$ cat src/rtl/rcd_pkg.sv
// ----------------------------------------------------------------------------
// rcd_pkg
// Types, codes and name tables shared by the command line decoder modules.
// ----------------------------------------------------------------------------
`default_nettype none

package rcd_pkg;

    // Kind of header seen in the first token of a line.
    typedef enum logic [1:0] {
        HDR_UNKNOWN = 2'd0,
        HDR_CMD     = 2'd1,
        HDR_PID     = 2'd2,
        HDR_MOD     = 2'd3
    } hdr_t;

    // Line kind reported with every result word.
    typedef enum logic [2:0] {
        KIND_CMD     = 3'd0,
        KIND_PID     = 3'd1,
        KIND_MOD     = 3'd2,
        KIND_UNKNOWN = 3'd3,
        KIND_DISCARD = 3'd4
    } kind_t;

    // Key selected by the odd token of a CMD pair.
    typedef enum logic [2:0] {
        KEY_NONE = 3'd0,
        KEY_T    = 3'd1,
        KEY_R    = 3'd2,
        KEY_P    = 3'd3,
        KEY_Y    = 3'd4,
        KEY_H    = 3'd5
    } key_t;

    // Number scanner phase inside a token.
    typedef enum logic [1:0] {
        PH_SPACE = 2'd0,
        PH_DIGIT = 2'd1,
        PH_DONE  = 2'd2
    } phase_t;

    // Flight mode codes.
    localparam logic [2:0] MODE_BLOCK    = 3'd0;
    localparam logic [2:0] MODE_MANUAL   = 3'd1;
    localparam logic [2:0] MODE_ALTITUDE = 3'd2;
    localparam logic [2:0] MODE_GPS      = 3'd3;
    localparam logic [2:0] MODE_HOME     = 3'd4;

    // Mode notice codes.
    localparam logic [1:0] NOTE_NONE  = 2'd0;
    localparam logic [1:0] NOTE_ARMED = 2'd1;
    localparam logic [1:0] NOTE_BLOCK = 2'd2;

    // Configuration register indexes.
    localparam logic [2:0] REG_STICK_MIN   = 3'd0;
    localparam logic [2:0] REG_STICK_MAX   = 3'd1;
    localparam logic [2:0] REG_THRUST_IDLE = 3'd2;
    localparam logic [2:0] REG_YAW_ARM     = 3'd3;
    localparam logic [2:0] REG_YAW_BLOCK   = 3'd4;

    // Special characters.
    localparam logic [7:0] CH_NEWLINE = 8'd10;
    localparam logic [7:0] CH_COMMA   = 8'd44;
    localparam logic [7:0] CH_NUL     = 8'd0;

    // Names that a token can match.
    localparam int NM_CMD      = 0;
    localparam int NM_PID      = 1;
    localparam int NM_MOD      = 2;
    localparam int NM_T        = 3;
    localparam int NM_R        = 4;
    localparam int NM_P        = 5;
    localparam int NM_Y        = 6;
    localparam int NM_H        = 7;
    localparam int NM_MANUAL   = 8;
    localparam int NM_ALTITUDE = 9;
    localparam int NM_GPS      = 10;
    localparam int NM_HOME     = 11;
    localparam int NAME_COUNT  = 12;

    // Status of the token being collected.
    typedef struct packed {
        logic [NAME_COUNT-1:0] hit;      // exact match for each name
        logic                  short_ok; // shorter than the token buffer
        logic                  nonempty;
        logic                  first_t;  // first character is 'T'
        logic                  neg;
        logic [15:0]           mag;
    } tok_stat_t;

    // Text of a name, right justified, last character in the low byte.
    function automatic logic [63:0] name_text(input int unsigned id);
        logic [63:0] t;
        t = '0;
        case (id)
            NM_CMD:      t = 64'("CMD");
            NM_PID:      t = 64'("PID");
            NM_MOD:      t = 64'("MOD");
            NM_T:        t = 64'("T");
            NM_R:        t = 64'("R");
            NM_P:        t = 64'("P");
            NM_Y:        t = 64'("Y");
            NM_H:        t = 64'("H");
            NM_MANUAL:   t = 64'("MANUAL");
            NM_ALTITUDE: t = 64'("ALTITUDE");
            NM_GPS:      t = 64'("GPS");
            NM_HOME:     t = 64'("HOME");
            default:     t = '0;
        endcase
        return t;
    endfunction

    function automatic logic [3:0] name_len(input int unsigned id);
        logic [3:0] n;
        n = 4'd0;
        case (id)
            NM_CMD, NM_PID, NM_MOD, NM_GPS:   n = 4'd3;
            NM_T, NM_R, NM_P, NM_Y, NM_H:     n = 4'd1;
            NM_MANUAL:                        n = 4'd6;
            NM_ALTITUDE:                      n = 4'd8;
            NM_HOME:                          n = 4'd4;
            default:                          n = 4'd0;
        endcase
        return n;
    endfunction

    // Character at a position of a name; only meaningful below its length.
    function automatic logic [7:0] name_char(input int unsigned id, input logic [2:0] pos);
        logic [2:0]  back;
        logic [63:0] t;
        t    = name_text(id);
        back = 3'(name_len(id) - 4'd1) - pos;
        return t[{back, 3'b000} +: 8];
    endfunction

endpackage

`default_nettype wire

$ cat src/rtl/rc_command_line_decoder.sv
// ----------------------------------------------------------------------------
// rc_command_line_decoder
// Decodes newline ended, comma separated remote control command lines.
// ----------------------------------------------------------------------------
// The block takes one received byte in every cycle and gives one result word
// for each newline, in the cycle after that newline is taken; other bytes give
// none. All parsing is incremental: each byte updates the token matcher and
// the decimal accumulator (one multiply by ten and add), and a newline
// resolves the line in the same cycle. The input stalls only while a result
// waits in the output register and the output side stalls it.
`default_nettype none

module rc_command_line_decoder #(
    parameter int MAX_LINE    = 64,
    parameter int MAX_TOKENS  = 12,
    parameter int TOKEN_CHARS = 16
) (
    input  wire logic        clk,
    input  wire logic        rst_n,
    input  wire logic        cfg_write,
    input  wire logic [2:0]  cfg_index,
    input  wire logic [15:0] cfg_data,
    input  wire logic        in_valid,
    output logic             in_stall,
    input  wire logic [7:0]  rx_byte,
    output logic             out_valid,
    input  wire logic        out_stall,
    output logic [2:0]       line_kind,
    output logic [15:0]      thrust,
    output logic [15:0]      roll,
    output logic [15:0]      pitch,
    output logic [15:0]      yaw,
    output logic             heading_lock,
    output logic [2:0]       flight_mode,
    output logic [1:0]       mode_notice
);

    localparam int LLW = $clog2(MAX_LINE + 1);
    localparam int TNW = $clog2(MAX_TOKENS + 1);

    // Configuration registers.
    logic [15:0] stick_min_reg, stick_max_reg, idle_reg, yaw_arm_reg, yaw_block_reg;

    // Line parser state.
    logic [LLW-1:0]  line_len_reg, line_len_next;
    logic [TNW-1:0]  tok_num_reg, tok_num_next;
    rcd_pkg::hdr_t   hdr_reg, hdr_next;
    rcd_pkg::key_t   key_reg, key_next;
    logic            cut_reg, cut_next;
    logic [15:0]     pend_stick_reg [4];
    logic [15:0]     pend_stick_next [4];
    logic            pend_head_reg, pend_head_next;
    logic [2:0]      pend_mode_reg, pend_mode_next;

    // Stored values.
    logic [15:0]     stick_reg [4];
    logic [15:0]     stick_next [4];
    logic            head_reg, head_next;
    logic [2:0]      mode_reg, mode_next;

    // Result register.
    logic            out_valid_reg;
    rcd_pkg::kind_t  kind_reg, kind_next;
    logic [1:0]      note_reg, note_next;
    logic            emit;

    // Token collector.
    rcd_pkg::tok_stat_t tok;
    logic               tok_load;
    logic               tok_clear;
    logic               accept;
    logic               is_nl;
    logic               finish;
    logic               stick_ok;

    assign in_stall = out_valid_reg && out_stall;
    assign accept   = in_valid && !in_stall;
    assign is_nl    = (rx_byte == rcd_pkg::CH_NEWLINE);

    assign finish    = accept && !cut_reg && tok.nonempty &&
                       (is_nl || rx_byte == rcd_pkg::CH_NUL || rx_byte == rcd_pkg::CH_COMMA);
    assign tok_load  = accept && !cut_reg && !is_nl &&
                       rx_byte != rcd_pkg::CH_NUL && rx_byte != rcd_pkg::CH_COMMA;
    assign tok_clear = finish || (accept && is_nl);

    assign stick_ok = tok.short_ok && !(tok.neg && tok.mag != 16'd0) &&
                      tok.mag >= stick_min_reg && tok.mag <= stick_max_reg;

    rcd_token #(
        .TOKEN_CHARS (TOKEN_CHARS)
    ) u_token (
        .clk   (clk),
        .rst_n (rst_n),
        .load  (tok_load),
        .clear (tok_clear),
        .ch    (rx_byte),
        .stat  (tok)
    );

    // Byte and line processing.
    always_comb
    begin
        line_len_next   = line_len_reg;
        tok_num_next    = tok_num_reg;
        hdr_next        = hdr_reg;
        key_next        = key_reg;
        cut_next        = cut_reg;
        pend_stick_next = pend_stick_reg;
        pend_head_next  = pend_head_reg;
        pend_mode_next  = pend_mode_reg;
        stick_next      = stick_reg;
        head_next       = head_reg;
        mode_next       = mode_reg;
        kind_next       = kind_reg;
        note_next       = rcd_pkg::NOTE_NONE;
        emit            = 1'b0;

        // Close the current token.
        if (finish && int'(tok_num_reg) < MAX_TOKENS)
        begin
            if (tok_num_reg == '0)
            begin
                if (tok.hit[rcd_pkg::NM_CMD])
                    hdr_next = rcd_pkg::HDR_CMD;
                else if (tok.hit[rcd_pkg::NM_PID])
                    hdr_next = rcd_pkg::HDR_PID;
                else if (tok.hit[rcd_pkg::NM_MOD])
                    hdr_next = rcd_pkg::HDR_MOD;
                else
                    hdr_next = rcd_pkg::HDR_UNKNOWN;
            end
            else if (hdr_reg == rcd_pkg::HDR_CMD)
            begin
                if (tok_num_reg[0])
                begin
                    if (tok.hit[rcd_pkg::NM_T])
                        key_next = rcd_pkg::KEY_T;
                    else if (tok.hit[rcd_pkg::NM_R])
                        key_next = rcd_pkg::KEY_R;
                    else if (tok.hit[rcd_pkg::NM_P])
                        key_next = rcd_pkg::KEY_P;
                    else if (tok.hit[rcd_pkg::NM_Y])
                        key_next = rcd_pkg::KEY_Y;
                    else if (tok.hit[rcd_pkg::NM_H])
                        key_next = rcd_pkg::KEY_H;
                    else
                        key_next = rcd_pkg::KEY_NONE;
                end
                else
                begin
                    case (key_reg)
                        rcd_pkg::KEY_T: if (stick_ok) pend_stick_next[0] = tok.mag;
                        rcd_pkg::KEY_R: if (stick_ok) pend_stick_next[1] = tok.mag;
                        rcd_pkg::KEY_P: if (stick_ok) pend_stick_next[2] = tok.mag;
                        rcd_pkg::KEY_Y: if (stick_ok) pend_stick_next[3] = tok.mag;
                        rcd_pkg::KEY_H: pend_head_next = tok.first_t;
                        default:        pend_head_next = pend_head_reg;
                    endcase
                    key_next = rcd_pkg::KEY_NONE;
                end
            end
            else if (hdr_reg == rcd_pkg::HDR_MOD && tok_num_reg == TNW'(1))
            begin
                if (tok.hit[rcd_pkg::NM_MANUAL])
                    pend_mode_next = rcd_pkg::MODE_MANUAL;
                else if (tok.hit[rcd_pkg::NM_ALTITUDE])
                    pend_mode_next = rcd_pkg::MODE_ALTITUDE;
                else if (tok.hit[rcd_pkg::NM_GPS])
                    pend_mode_next = rcd_pkg::MODE_GPS;
                else if (tok.hit[rcd_pkg::NM_HOME])
                    pend_mode_next = rcd_pkg::MODE_HOME;
            end
            tok_num_next = tok_num_reg + TNW'(1);
        end

        if (accept && !is_nl)
        begin
            // Count the byte; a zero byte ends the text of the line.
            if (int'(line_len_reg) < MAX_LINE)
                line_len_next = line_len_reg + LLW'(1);
            if (!cut_reg && rx_byte == rcd_pkg::CH_NUL)
                cut_next = 1'b1;
        end
        else if (accept)
        begin
            // Resolve the line.
            emit = 1'b1;
            if (line_len_reg == '0 || int'(line_len_reg) >= MAX_LINE)
            begin
                kind_next = rcd_pkg::KIND_DISCARD;
            end
            else if (tok_num_next == '0 || hdr_next == rcd_pkg::HDR_UNKNOWN)
            begin
                kind_next = rcd_pkg::KIND_UNKNOWN;
            end
            else if (hdr_next == rcd_pkg::HDR_PID)
            begin
                kind_next = rcd_pkg::KIND_PID;
            end
            else if (hdr_next == rcd_pkg::HDR_MOD)
            begin
                kind_next = rcd_pkg::KIND_MOD;
                mode_next = pend_mode_next;
            end
            else
            begin
                kind_next  = rcd_pkg::KIND_CMD;
                stick_next = pend_stick_next;
                head_next  = pend_head_next;
                if (pend_stick_next[0] < idle_reg && pend_stick_next[3] < yaw_arm_reg &&
                    mode_reg == rcd_pkg::MODE_BLOCK)
                begin
                    mode_next = rcd_pkg::MODE_MANUAL;
                    note_next = rcd_pkg::NOTE_ARMED;
                end
                else if (pend_stick_next[0] < idle_reg && pend_stick_next[3] > yaw_block_reg &&
                         mode_reg != rcd_pkg::MODE_BLOCK)
                begin
                    mode_next = rcd_pkg::MODE_BLOCK;
                    note_next = rcd_pkg::NOTE_BLOCK;
                end
            end

            // Start the next line from the stored values.
            line_len_next   = '0;
            tok_num_next    = '0;
            hdr_next        = rcd_pkg::HDR_UNKNOWN;
            key_next        = rcd_pkg::KEY_NONE;
            cut_next        = 1'b0;
            pend_stick_next = stick_next;
            pend_head_next  = head_next;
            pend_mode_next  = mode_next;
        end
    end

    // Parser and stored state.
    always_ff @(posedge clk or negedge rst_n)
    begin
        if (!rst_n)
        begin
            line_len_reg  <= '0;
            tok_num_reg   <= '0;
            hdr_reg       <= rcd_pkg::HDR_UNKNOWN;
            key_reg       <= rcd_pkg::KEY_NONE;
            cut_reg       <= 1'b0;
            pend_head_reg <= 1'b0;
            pend_mode_reg <= rcd_pkg::MODE_BLOCK;
            head_reg      <= 1'b0;
            mode_reg      <= rcd_pkg::MODE_BLOCK;
            for (int i = 0; i < 4; i++)
            begin
                pend_stick_reg[i] <= '0;
                stick_reg[i]      <= '0;
            end
        end
        else
        begin
            line_len_reg   <= line_len_next;
            tok_num_reg    <= tok_num_next;
            hdr_reg        <= hdr_next;
            key_reg        <= key_next;
            cut_reg        <= cut_next;
            pend_stick_reg <= pend_stick_next;
            pend_head_reg  <= pend_head_next;
            pend_mode_reg  <= pend_mode_next;
            stick_reg      <= stick_next;
            head_reg       <= head_next;
            mode_reg       <= mode_next;
        end
    end

    // Configuration writes.
    always_ff @(posedge clk or negedge rst_n)
    begin
        if (!rst_n)
        begin
            stick_min_reg <= 16'd1000;
            stick_max_reg <= 16'd2000;
            idle_reg      <= 16'd1030;
            yaw_arm_reg   <= 16'd1080;
            yaw_block_reg <= 16'd1900;
        end
        else if (cfg_write)
        begin
            case (cfg_index)
                rcd_pkg::REG_STICK_MIN:   stick_min_reg <= cfg_data;
                rcd_pkg::REG_STICK_MAX:   stick_max_reg <= cfg_data;
                rcd_pkg::REG_THRUST_IDLE: idle_reg      <= cfg_data;
                rcd_pkg::REG_YAW_ARM:     yaw_arm_reg   <= cfg_data;
                rcd_pkg::REG_YAW_BLOCK:   yaw_block_reg <= cfg_data;
                default:                  idle_reg      <= idle_reg;
            endcase
        end
    end

    // Result register valid flag.
    always_ff @(posedge clk or negedge rst_n)
    begin
        if (!rst_n)
        begin
            out_valid_reg <= 1'b0;
        end
        else if (emit)
        begin
            out_valid_reg <= 1'b1;
        end
        else if (!out_stall)
        begin
            out_valid_reg <= 1'b0;
        end
    end

    // Result payload, loaded only with a new result.
    always_ff @(posedge clk)
    begin
        if (emit)
        begin
            kind_reg <= kind_next;
            note_reg <= note_next;
        end
    end

    // The stored values only change when a result is loaded.
    assign out_valid    = out_valid_reg;
    assign line_kind    = kind_reg;
    assign thrust       = stick_reg[0];
    assign roll         = stick_reg[1];
    assign pitch        = stick_reg[2];
    assign yaw          = stick_reg[3];
    assign heading_lock = head_reg;
    assign flight_mode  = mode_reg;
    assign mode_notice  = note_reg;

endmodule

`default_nettype wire

$ cat src/rtl/rcd_token.sv
// ----------------------------------------------------------------------------
// rcd_token
// Collects one comma separated token a character at a time: tracks its
// length, matches it against every known name and scans it as a number.
// ----------------------------------------------------------------------------
`default_nettype none

module rcd_token #(
    parameter int TOKEN_CHARS = 16
) (
    input  wire logic              clk,
    input  wire logic              rst_n,
    input  wire logic              load,
    input  wire logic              clear,
    input  wire logic [7:0]        ch,
    output rcd_pkg::tok_stat_t     stat
);

    localparam int LW = $clog2(TOKEN_CHARS + 1);

    logic [LW-1:0]                    len_reg, len_next;
    logic [rcd_pkg::NAME_COUNT-1:0]   pre_reg, pre_next;
    logic                             first_t_reg, first_t_next;
    logic                             neg_reg, neg_next;
    logic [15:0]                      mag_reg, mag_next;
    rcd_pkg::phase_t                  phase_reg, phase_next;

    logic        store;
    logic        is_space;
    logic        is_digit;
    logic [3:0]  digit;
    logic [19:0] acc;

    assign store    = load && (int'(len_reg) < TOKEN_CHARS);
    assign is_space = (ch == 8'd32) || (ch >= 8'd9 && ch <= 8'd13);
    assign is_digit = (ch >= "0") && (ch <= "9");
    assign digit    = 4'(ch - "0");
    assign acc      = {1'b0, mag_reg, 3'b000} + {3'b000, mag_reg, 1'b0} + {16'd0, digit};

    // Next token state.
    always_comb
    begin
        len_next     = len_reg;
        pre_next     = pre_reg;
        first_t_next = first_t_reg;
        neg_next     = neg_reg;
        mag_next     = mag_reg;
        phase_next   = phase_reg;
        if (clear)
        begin
            len_next     = '0;
            pre_next     = '1;
            first_t_next = 1'b0;
            neg_next     = 1'b0;
            mag_next     = '0;
            phase_next   = rcd_pkg::PH_SPACE;
        end
        else if (store)
        begin
            len_next = len_reg + LW'(1);
            for (int i = 0; i < rcd_pkg::NAME_COUNT; i++)
            begin
                pre_next[i] = pre_reg[i] && (int'(len_reg) < int'(rcd_pkg::name_len(i)))
                              && (ch == rcd_pkg::name_char(i, len_reg[2:0]));
            end
            if (len_reg == '0)
            begin
                first_t_next = (ch == "T");
            end
            case (phase_reg)
                rcd_pkg::PH_SPACE:
                begin
                    if (is_space)
                    begin
                        phase_next = rcd_pkg::PH_SPACE;
                    end
                    else if (ch == "+" || ch == "-")
                    begin
                        neg_next   = (ch == "-");
                        phase_next = rcd_pkg::PH_DIGIT;
                    end
                    else if (is_digit)
                    begin
                        mag_next   = {12'd0, digit};
                        phase_next = rcd_pkg::PH_DIGIT;
                    end
                    else
                    begin
                        phase_next = rcd_pkg::PH_DONE;
                    end
                end
                rcd_pkg::PH_DIGIT:
                begin
                    if (is_digit)
                    begin
                        mag_next = (acc > 20'd65535) ? 16'hFFFF : acc[15:0];
                    end
                    else
                    begin
                        phase_next = rcd_pkg::PH_DONE;
                    end
                end
                default:
                begin
                    phase_next = rcd_pkg::PH_DONE;
                end
            endcase
        end
    end

    always_ff @(posedge clk or negedge rst_n)
    begin
        if (!rst_n)
        begin
            len_reg     <= '0;
            pre_reg     <= '1;
            first_t_reg <= 1'b0;
            neg_reg     <= 1'b0;
            mag_reg     <= '0;
            phase_reg   <= rcd_pkg::PH_SPACE;
        end
        else
        begin
            len_reg     <= len_next;
            pre_reg     <= pre_next;
            first_t_reg <= first_t_next;
            neg_reg     <= neg_next;
            mag_reg     <= mag_next;
            phase_reg   <= phase_next;
        end
    end

    // Token status; a name hits only on an exact length inside the buffer.
    always_comb
    begin
        stat.short_ok = int'(len_reg) < TOKEN_CHARS;
        stat.nonempty = (len_reg != '0);
        stat.first_t  = first_t_reg;
        stat.neg      = neg_reg;
        stat.mag      = mag_reg;
        for (int i = 0; i < rcd_pkg::NAME_COUNT; i++)
        begin
            stat.hit[i] = pre_reg[i] && (int'(len_reg) == int'(rcd_pkg::name_len(i)))
                          && (int'(len_reg) < TOKEN_CHARS);
        end
    end

endmodule

`default_nettype wire

$ cat config.mk
export PLATFORM = sky130hd
export DESIGN_NAME = rc_command_line_decoder
export DESIGN_NICKNAME = d
export VERILOG_FILES = /design/src/rtl/rcd_pkg.sv /design/src/rtl/rc_command_line_decoder.sv /design/src/rtl/rcd_token.sv
export SDC_FILE = /design/constraint.sdc
export NUM_CORES = 1
export LEC_CHECK = 0
export BUFFER_PORTS_ARGS = -buffer_cell sky130_fd_sc_hd__clkbuf_2
export CORE_ASPECT_RATIO = 2
export CORE_MARGIN = 2
export CORE_UTILIZATION = 55
export CTS_CLUSTER_DIAMETER = 60
export DETAILED_ROUTE_END_ITERATION = 6
export PLACE_DENSITY = 0.74
export SLEW_MARGIN = 20
export SYNTH_ARGS = -nofsm -noshare
export SYNTH_HDL_FRONTEND = slang
export SYNTH_SLANG_ARGS = --single-unit
$ cat constraint.sdc
create_clock -name clk -period 11.1 [get_ports clk]
set_input_delay 2.22 -clock clk [delete_from_list [all_inputs] [get_ports clk]]
set_output_delay 2.22 -clock clk [all_outputs]
set_load 0.005 [all_outputs]
# [Word level (Yosys, flattened, before mapping)]
# Cells that the tools add are included.
[op_classes] n_lt_le_gt_ge=19 multipliers=0 mux=142 div=0 n_bitwise=2 reduce_logical=117 eq_ne=48 shift=12 addsub=16
[ops] op="64-bit two-way mux" n=34
[ops] op="64-bit by 7-bit indexed part select with 8-bit output" n=12
[ops] op="16-bit two-way mux" n=15
[ops] op="8-bit equality test" n=12
[ops] op="3-bit two-way mux" n=27
[ops] op="1-bit logical AND" n=72
[ops] op="4-bit two-way mux" n=13
[ops] op="2-bit two-way mux" n=17
[ops] op="8-bit by 6-bit equality test with 1-bit output, second input constant" n=4
[ops] op="16-bit < comparator" n=2
[ops] op="16-bit one-hot mux with 2 select lines" n=1
[ops] op="1-bit two-way mux" n=27
[ops] op="5-bit by 4-bit < comparator with 1-bit output" n=5
[ops] op="12-bit two-way mux" n=2
[ops] op="7-bit two-way mux" n=3
[ops] op="19-bit by 17-bit adder with 20-bit output" n=1
[ops] op="20-bit by 4-bit adder with 20-bit output" n=1
[ops] op="20-bit by 16-bit > comparator with 1-bit output, second input constant" n=1
[ops] op="2-bit AND reduction" n=10
[ops] op="16-bit >= comparator" n=1
[ops] op="16-bit > comparator" n=1
[ops] op="16-bit less-or-equal comparator" n=1
[ops] op="16-bit nonzero test" n=1
[ops] op="3-bit by 1-bit subtractor with 3-bit output, second input constant" n=5
[ops] op="50 further kinds" n=88
[word_totals] wordCells=388 latch_bits=0 reg_bits=276 ram_bits=0 mem_bits_ro=0 output_inout_bits=75 in_bits=32 mem_count=0

# [Logic depth before layout (Yosys ltp)]
# Gate-level depths: netlist of run 1.
[depth] word_depth=23 depth_mapped=21 depth_no_buf=18

# [Modules after synthesis]
# From an unflattened synthesis of run 1, not the netlist that was laid out.
[hier_totals] cells_unflattened=1723 hier_area_um2=15972.8
[modules_own_cells] module="rc_command_line_decoder" n_inst=1 seq_area_each_um2=6038.3 cells_per_inst=1277 area_each_um2=12239.2
[modules_own_cells] module="rcd_token" n_inst=1 seq_area_each_um2=940.9 cells_per_inst=446 area_each_um2=3733.6

# [Worst setup path before layout of run 1]
# OpenSTA, ideal clock, no wires.
[synth_path] path_type="in2reg" from="in rx_byte[6]" to="reg pend_mode_reg[1]" t_arrival_ns=6.034 setup_slack_ns=4.989 t_required_ns=11.022 stages=19 setup_ns=0.078 path_cell_list="buf_6 nor4b_4 nand4_2 a2111o_1 a211oi_1 and3_1 buf_4 buf_4 mux2i_1 inv_1 ha_1 a21oi_1 o21ai_0 a2111oi_0 nor2_1 o211ai_1 nor2_1 a21boi_0 o2bb2ai_1"
[synth_via] elab_chain_cells=17 elab_cells_between_ends=33 cone_classes="3 x order compare; 4 x eq/ne; 12 x mux; 14 x reduce/logical"
[synth_lines] item="start, declared" line="rc_command_line_decoder.sv:25" source="input wire logic [7:0] rx_byte,"
[synth_lines] item="8-bit by 4-bit equality test with 1-bit output or 8-bit zero test (tied branches)" line="rc_command_line_decoder.sv:78, rc_command_line_decoder.sv:81"
[synth_lines] item="1-bit logical OR (2 in series)" line="rc_command_line_decoder.sv:81" source="(is_nl || rx_byte == rcd_pkg::CH_NUL || rx_byte == rcd_pkg::CH_COMMA);"
[synth_lines] item="1-bit logical AND" line="rc_command_line_decoder.sv:80" source="assign finish = accept && !cut_reg && tok.nonempty &&"
[synth_lines] item="1-bit logical AND" line="rc_command_line_decoder.sv:119" source="if (finish && int'(tok_num_reg) < MAX_TOKENS)"
[synth_lines] item="64-bit two-way mux" line="rc_command_line_decoder.sv:119"
[synth_lines] item="16-bit < comparator or 16-bit > comparator (tied branches)" line="rc_command_line_decoder.sv:210, rc_command_line_decoder.sv:216"
[synth_lines] item="1-bit logical AND (2 in series)" line="rc_command_line_decoder.sv:216" source="else if (pend_stick_next[0] < idle_reg && pend_stick_next[3] > yaw_block_reg &&"
[synth_lines] item="3-bit two-way mux" line="rc_command_line_decoder.sv:216"
[synth_lines] item="3-bit two-way mux" line="rc_command_line_decoder.sv:210" source="if (pend_stick_next[0] < idle_reg && pend_stick_next[3] < yaw_arm_reg &&"
[synth_lines] item="3-bit two-way mux" line="rc_command_line_decoder.sv:200" source="else if (hdr_next == rcd_pkg::HDR_MOD)"
[synth_lines] item="3-bit two-way mux" line="rc_command_line_decoder.sv:196" source="else if (hdr_next == rcd_pkg::HDR_PID)"
[synth_lines] item="3-bit two-way mux" line="rc_command_line_decoder.sv:192" source="else if (tok_num_next == '0 || hdr_next == rcd_pkg::HDR_UNKNOWN)"
[synth_lines] item="3-bit two-way mux" line="rc_command_line_decoder.sv:188" source="if (line_len_reg == '0 || int'(line_len_reg) >= MAX_LINE)"
[synth_lines] item="3-bit two-way mux" line="rc_command_line_decoder.sv:184" source="else if (accept)"
[synth_lines] item="3-bit two-way mux (*)" line="rc_command_line_decoder.sv:176" source="if (accept && !is_nl)"
[synth_lines] item="named net pend_mode_next[1]" line="rc_command_line_decoder.sv:53" source="logic [2:0] pend_mode_reg, pend_mode_next;"
[synth_lines] item="end signal, assigned" line="rc_command_line_decoder.sv:247" source="pend_mode_reg <= rcd_pkg::MODE_BLOCK;"
[synth_lines] item="end signal, assigned" line="rc_command_line_decoder.sv:265" source="pend_mode_reg <= pend_mode_next;"
[synth_lines] item="end, declared" line="rc_command_line_decoder.sv:53"
# The timed path passes the listed nets; every way through them passes the cells marked *.
# A chain may end at the register's enable or synchronous reset.

# [Final worst setup path of run 1]
[layout_path] from="in rx_byte[4]" to="reg pend_mode_reg[1]"
# Same word-level chain as after synthesis.

==> results of run 1 <==
-- layer usage --
| layer | global-route usage | share of wire | routed length (um) |
|---|---|---|---|
| met5 | 0 | 0 | 0 |
| met2 | 0.437 | 0.48 | 19400 |
| met4 | 0.0958 | 0.034 | 1370 |
| met1 | 0.363 | 0.43 | 17400 |
| met3 | 0.0396 | 0.058 | 2360 |
-- layout by cell type, fill, tap and decap left out, drive strengths merged, types with 7 or more instances in the layout --
cell type / instances
xnor2: 19
nand4: 24
nand2b: 15
mux2: 22
nor2b: 9
a21boi: 7
a22oi: 10
or4: 7
and3: 8
a21oi: 194
o211ai: 12
a21o: 22
o21a: 8
nor4b: 9
nor3: 23
a211oi: 10
mux2i: 72
dfstp: 38
ha: 127
xor2: 10
buf: 15
nor2: 199
o21ai: 134
nand2: 130
nor4: 17
nand3: 30
or3: 11
clkbuf: 142
a31oi: 10
inv: 138
dfrtp: 233
-- cells by family (layout without fill, tap and decap cells) --
family	count (synthesis)	count (layout)	share of synthesized area
multiplexers	94	94	0.0612
flip-flops	276	276	0.439
AO/OA/AOI/OAI	454	454	0.167
adder cells (fa/ha/maj)	129	129	0.103
AND/OR/NAND/NOR	517	517	0.159
XOR/XNOR	29	29	0.0160
buffers and inverters	215	305	0.0554
-- worst min-delay path, cell delays in order, from the launching register on --
cell and delay [ns]:
dfstp_2 0.37, o21ai_0 0.06, nand2_1 0.05
-- final timing paths --
check	slack, ns	cells past startpoint	to
worst max-delay path	3.98	17	pend_mode_reg[1]
worst min-delay path	0.48	2	u_token.pre_reg[11]
worst max register to register	4.85	16	pend_mode_reg[0]
worst min register to register	0.48	2	u_token.pre_reg[11]
max in group asynchronous	7.90	2	idle_reg[15]
min in group asynchronous	1.72	1	yaw_arm_reg[13]
-- power breakdown --
| part | internal (mW) | switching (mW) | leakage, nW |
|---|---|---|---|
| logic | 0.228 | 0.341 | 5.14 |
| clock network | 0.584 | 0.401 | 0.454 |
| registers | 1.13 | 0.0651 | 3.53 |
| total | 1.94 | 0.807 | 9.12 |
-- layout make-up --
cell class / instances / area (sq um) / share of cell area
inverters: 137 / 514 / 0.0292
clock inverters: 11 / 200 / 0.0114
well taps: 360 / 450 / 0.0256
clock buffers: 37 / 742 / 0.0421
multi-input cells: 1223 / 8080 / 0.459
repair buffers: 120 / 646 / 0.0367
flip-flops and latches: 276 / 6980 / 0.396
==> impl_metrics.tcl, run 1 <==
set metrics [dict create \
    status "completed" \
    worst_setup_path_end_kind "flip-flop" \
    p_total_mw 2.75 \
    setup_tns_ns 0 \
    startpoint_type "primary input" \
    viasPerCell 5.88 \
    synth_edf_count 5 \
    ctsResizeCount 0 \
    ant_nets 0 \
    drt-initial-drc-count 941 \
    slowest_stage "and3_1" \
    die_h_um 244 \
    die_w_um 124 \
    maxSlewHeadroom 0.263 \
    final_util 0.615 \
    min_period_over_period 0.642 \
    yosysWarningCount 0 \
    critPathBufInv 2 \
    synth_flop_cell "dfrtp_1" \
    drive_gt1_frac 0.136 \
    groute.usage.overall 0.269 \
    r2r_start "u_token.mag_reg[1]" \
    avgRoutedWirePerCell_um 18.7 \
    async_reset_ff_frac 0.982 \
    drc 0 \
    rsz0062_at_grt "no" \
    cap_violations 0 \
    area_growth_pct 10.9 \
    dp_cells 2116 \
    cts-buffers-inserted 26 \
    worst_slew_pin_slew_ns 1.10 \
    cp.required_ns 11.58 \
    min_period_ns 7.12 \
    max_freq_mhz 140 \
    path_cells "clkbuf_2 > nor4b_4 > nand4_2 > a2111o_1 > a211oi_1 > and3_1 > mux2i_1 > inv_1 > ha_1 > a21oi_1 > o21ai_0 > a2111oi_0 > nor2_1 > o211ai_1 > nor2_1 > a21boi_0 > o2bb2ai_1" \
    port_buffers 106 \
    syn_nets 1875 \
    finalWorstSetupSlack_ns 3.98 \
    grt_first_pass_wirelength_mm 64.3 \
    largest_reg_flops 64 \
    synth_top_area_cell "dfrtp_1" \
    synth_common_cells "233 x dfrtp_1, 199 x nor2_1, 193 x a21oi_1, 137 x inv_1, 131 x o21ai_0" \
    peakVddDrop_uv 137 \
    synth.ff_latch_count 276 \
    num_rows 88 \
    p_leak_nw 9.12 \
    min_from "u_token.pre_reg[11]" \
    finalInstanceArea_sq_um 17600 \
    antenna_found_initial 0 \
    yosys.cell_count.top_type "dfrtp_1" \
    cts.sinks 276 \
    post_cts_buffers 0 \
    overflow 0 \
    synth_seq_area_share 0.439 \
    nNetsFinal 1945 \
    stdcell_count 2164 \
    num_vias 12734 \
    hpwlAfterDp_mm 28.4 \
    start_util 0.555 \
    p_per_area_nw_per_um2 156 \
    hp-class "flip-flop to flip-flop" \
    dp_slack_ns 3.43 \
    diodes 0 \
    clock_skew_ns 0.0124 \
    crit_fanout 21 \
    clk_pin_slew_ns 0.06 \
    nFillCells 2463 \
    postCtsHoldBufs 0 \
    ios 107 \
    critPathKind "primary input to flip-flop" \
    postSynthAreaPerCell_sq_um 9.27 \
    cts_tree "yes" \
    place_congestion 0.910 \
    finalSetupViolCount 0 \
    maxSlewViolCount 0 \
    worstPathArrival_ns 7.61 \
    path_delay_family "compound AO/OA/AOI/OAI gates" \
    first_pass_iters 6 \
    crit_top_cell "nor2_1" \
    syn_inst 1714 \
    grt_pass1_vias 12119 \
    die_area_sq_um 30300 \
    synth.area.top_cells "dfrtp_1 37%, ha_1 10%, dfstp_2 6.3%" \
    startpoint "rx_byte[4]" \
    slowest_delay_ns 0.91 \
    clk_latency_ns 0.56 \
    clk_path_buf_depth 3 \
    final-hold-violation-count 0 \
    synth_top_area_share 0.367 \
    yosys.cell_types.count 83 \
    wl_mm 40.5 \
    clockRootBuffer "clkbuf_16" \
    grt_max_degree 132 \
    netlist_area_sq_um 15900 \
    placed_area_sq_um 16700 \
    htree_num_levels 1 \
    hold_ws_ns 0.476 \
    core_sq_um 28600 \
]
(Power assumes the default switching activity.)
==> run 2: changes to the inputs <==
--- a/config.mk
+++ b/config.mk
@@ -5,6 +5,7 @@
 export SDC_FILE = /design/constraint.sdc
 export NUM_CORES = 1
 export LEC_CHECK = 0
+export ABC_AREA = 1
 export BUFFER_PORTS_ARGS = -buffer_cell sky130_fd_sc_hd__clkbuf_2
 export CORE_ASPECT_RATIO = 2
 export CORE_MARGIN = 2
==> constraint.sdc (replaced) <==
create_clock -name clk -period 6.94 [get_ports clk]
set_input_delay 1.388 -clock clk [delete_from_list [all_inputs] [get_ports clk]]
set_output_delay 1.388 -clock clk [all_outputs]
set_load 0.005 [all_outputs]
==> impl_metrics.tcl, run 2 <==
set metrics [dict create \
    status "completed" \
    die_h_um 245 \
    postSynthAreaPerCell_sq_um 8.03 \
    drc 0 \
    p_per_area_nw_per_um2 248 \
    synth_flop_cell "dfrtp_1" \
    cp.required_ns 7.42 \
    num_vias 13939 \
    synth_top_area_share 0.365 \
    syn_nets 2152 \
    place_congestion 0.974 \
    cts-buffers-inserted 26 \
    yosys.cell_types.count 63 \
    ant_nets 0 \
    yosysWarningCount 0 \
    synth_edf_count 5 \
    nNetsFinal 2224 \
    overflow 0 \
    worstPathArrival_ns 5.97 \
    worst_setup_path_end_kind "flip-flop" \
    synth_xor_area_frac 0.0159 \
    synthAdderAreaFrac 0.102 \
    placed_area_sq_um 16800 \
    clk_latency_ns 0.55 \
    largest_reg_flops 64 \
    finalSetupViolCount 0 \
    htree_num_levels 1 \
    synth.ff_latch_count 276 \
    hpwlAfterDp_mm 36.3 \
    die_w_um 125 \
    clk_pin_slew_ns 0.07 \
    async_reset_ff_frac 0.982 \
    grt_pass1_vias 14230 \
    final_cell_mix "472 x nand2_1, 295 x o21ai_0, 261 x inv_1" \
    synth_common_cells "472 x nand2_1, 295 x o21ai_0, 262 x inv_1, 233 x dfrtp_1, 144 x a21oi_1" \
    avgRoutedWirePerCell_um 20.0 \
    startpoint_type "primary input" \
    grt_first_pass_wirelength_mm 76.9 \
    synth_compound_area_frac 0.177 \
    netlist_area_sq_um 16000 \
    first_pass_iters 5 \
    cts_tree "yes" \
    finalInstanceArea_sq_um 17700 \
    postCtsHoldBufs 0 \
    die_area_sq_um 30500 \
    area_growth_pct 10.8 \
    crit_fanout 31 \
    grt_max_degree 181 \
    maxSlewHeadroom 0.279 \
    max_freq_mhz 182 \
    final-hold-violation-count 0 \
    rsz0062_at_grt "no" \
    clockRootBuffer "clkbuf_16" \
    synth_top_area_cell "dfrtp_1" \
    num_rows 88 \
    wl_mm 48.8 \
    core_sq_um 28700 \
    drive_gt1_frac 0.112 \
    synth.area.top_cells "dfrtp_1 36%, nand2_1 11%, ha_1 9.9%" \
    p_leak_nw 9.34 \
    viasPerCell 5.71 \
    syn_inst 1991 \
    hp-class "flip-flop to flip-flop" \
    cap_violations 0 \
    ios 107 \
    start_util 0.556 \
    worst_slew_pin_slew_ns 1.08 \
    peakVddDrop_uv 267 \
    cts.sinks 276 \
    setup_tns_ns 0 \
    critPathKind "primary input to flip-flop" \
    min_period_ns 5.49 \
    maxSlewViolCount 0 \
    synth_seq_area_share 0.436 \
    min_period_over_period 0.791 \
    yosys.area_share.simple 0.173 \
    drt-initial-drc-count 1054 \
    antenna_found_initial 0 \
    post_cts_buffers 0 \
    diodes 0 \
    groute.usage.overall 0.321 \
    yosys.cell_count.top_type "nand2_1" \
    muxShareOfSynthArea 0.00939 \
    port_buffers 106 \
    final_common_cell "nand2_1" \
    ctsResizeCount 0 \
    synth_top_family_by_area "compound AO/OA/AOI/OAI gates" \
    clk_path_buf_depth 3 \
    clock_skew_ns 0.00838 \
]
run 2: cell families (layout without fill, tap and decap cells):
family                   count (synthesis)  in the layout
AND/OR/NAND/NOR                        663            663
multiplexers                            15             15
adder cells (fa/ha/maj)                129            129
AO/OA/AOI/OAI                          532            532
flip-flops                             276            276
buffers and inverters                  347            439
XOR/XNOR                                29             29
run 2: final cells by class:
class,instances,area (sq um)
well taps,360,450
fillers,2597,11000
flip-flops and latches,276,6980
inverters,273,1030
clock buffers,41,798
multi-input cells,1368,7650
repair buffers,118,671
clock inverters,7,138
run 2: metal layers:
layer / routed length, um / vias to the layer above / global-route usage
li1: - / 6723 / -
met1: 17500 / 6644 / 0.345
met2: 25200 / 409 / 0.584
met3: 2000 / 163 / 0.0333
met4: 4120 / 0 / 0.227
met5: 0 / - / 0
run 2: worst paths after layout:
check / from / to / slack [ns] / cells after the start
max: rx_byte[2] / pend_mode_reg[0] / 1.45 / 25
min: u_token.pre_reg[4] / u_token.pre_reg[4] / 0.48 / 2
max reg2reg: u_token.len_reg[0] / pend_mode_reg[0] / 1.54 / 24
min reg2reg: u_token.pre_reg[4] / u_token.pre_reg[4] / 0.48 / 2
max in group asynchronous: rst_n / pend_stick_reg[30] / 4.62 / 3
min in group asynchronous: rst_n / u_token.len_reg[2] / 0.83 / 1
run 2: per-stage QoR:
stage / instances / power, mW / util / hold slack (ns) / worst slack (ns)
floorplan: 1991 / 2.50 / - / 0.446 / 2.39
global placement: 2393 / 2.79 / 0.582 / 0.461 / 1.05
detailed placement: 2394 / 2.82 / 0.583 / 0.467 / 0.926
CTS: 2442 / 4.40 / 0.615 / 0.477 / 1.49
global route: 2443 / 4.62 / 0.617 / 0.502 / 0.896
finish: 2443 / 4.39 / 0.617 / 0.476 / 1.45
run 2: critical path: stages:
cell and delay [ns]:
clkbuf_2 0.24, inv_2 0.25, nand2_1 0.10, nor2_1 0.09, nand2_1 0.13, nand3_2 0.14
nand4_2 0.24, nor3_1 0.32, nand2_1 0.61, o21ai_0 0.62, ha_1 0.35, a21oi_1 0.16
o211ai_1 0.11, a21oi_1 0.14, nor2_1 0.05, o21ai_0 0.13, a21oi_1 0.08, o32a_1 0.18
nand3b_1 0.18, nand3_1 0.09, nand3_1 0.09, nand2_1 0.05, nand2_1 0.06, nand2_1 0.06
nand2_1 0.10
run 2: power breakdown:
group	internal (mW)	switching, mW	leakage (nW)
Clock	0.937	0.653	0.456
Combinational	0.319	0.577	5.52
Sequential	1.78	0.123	3.37
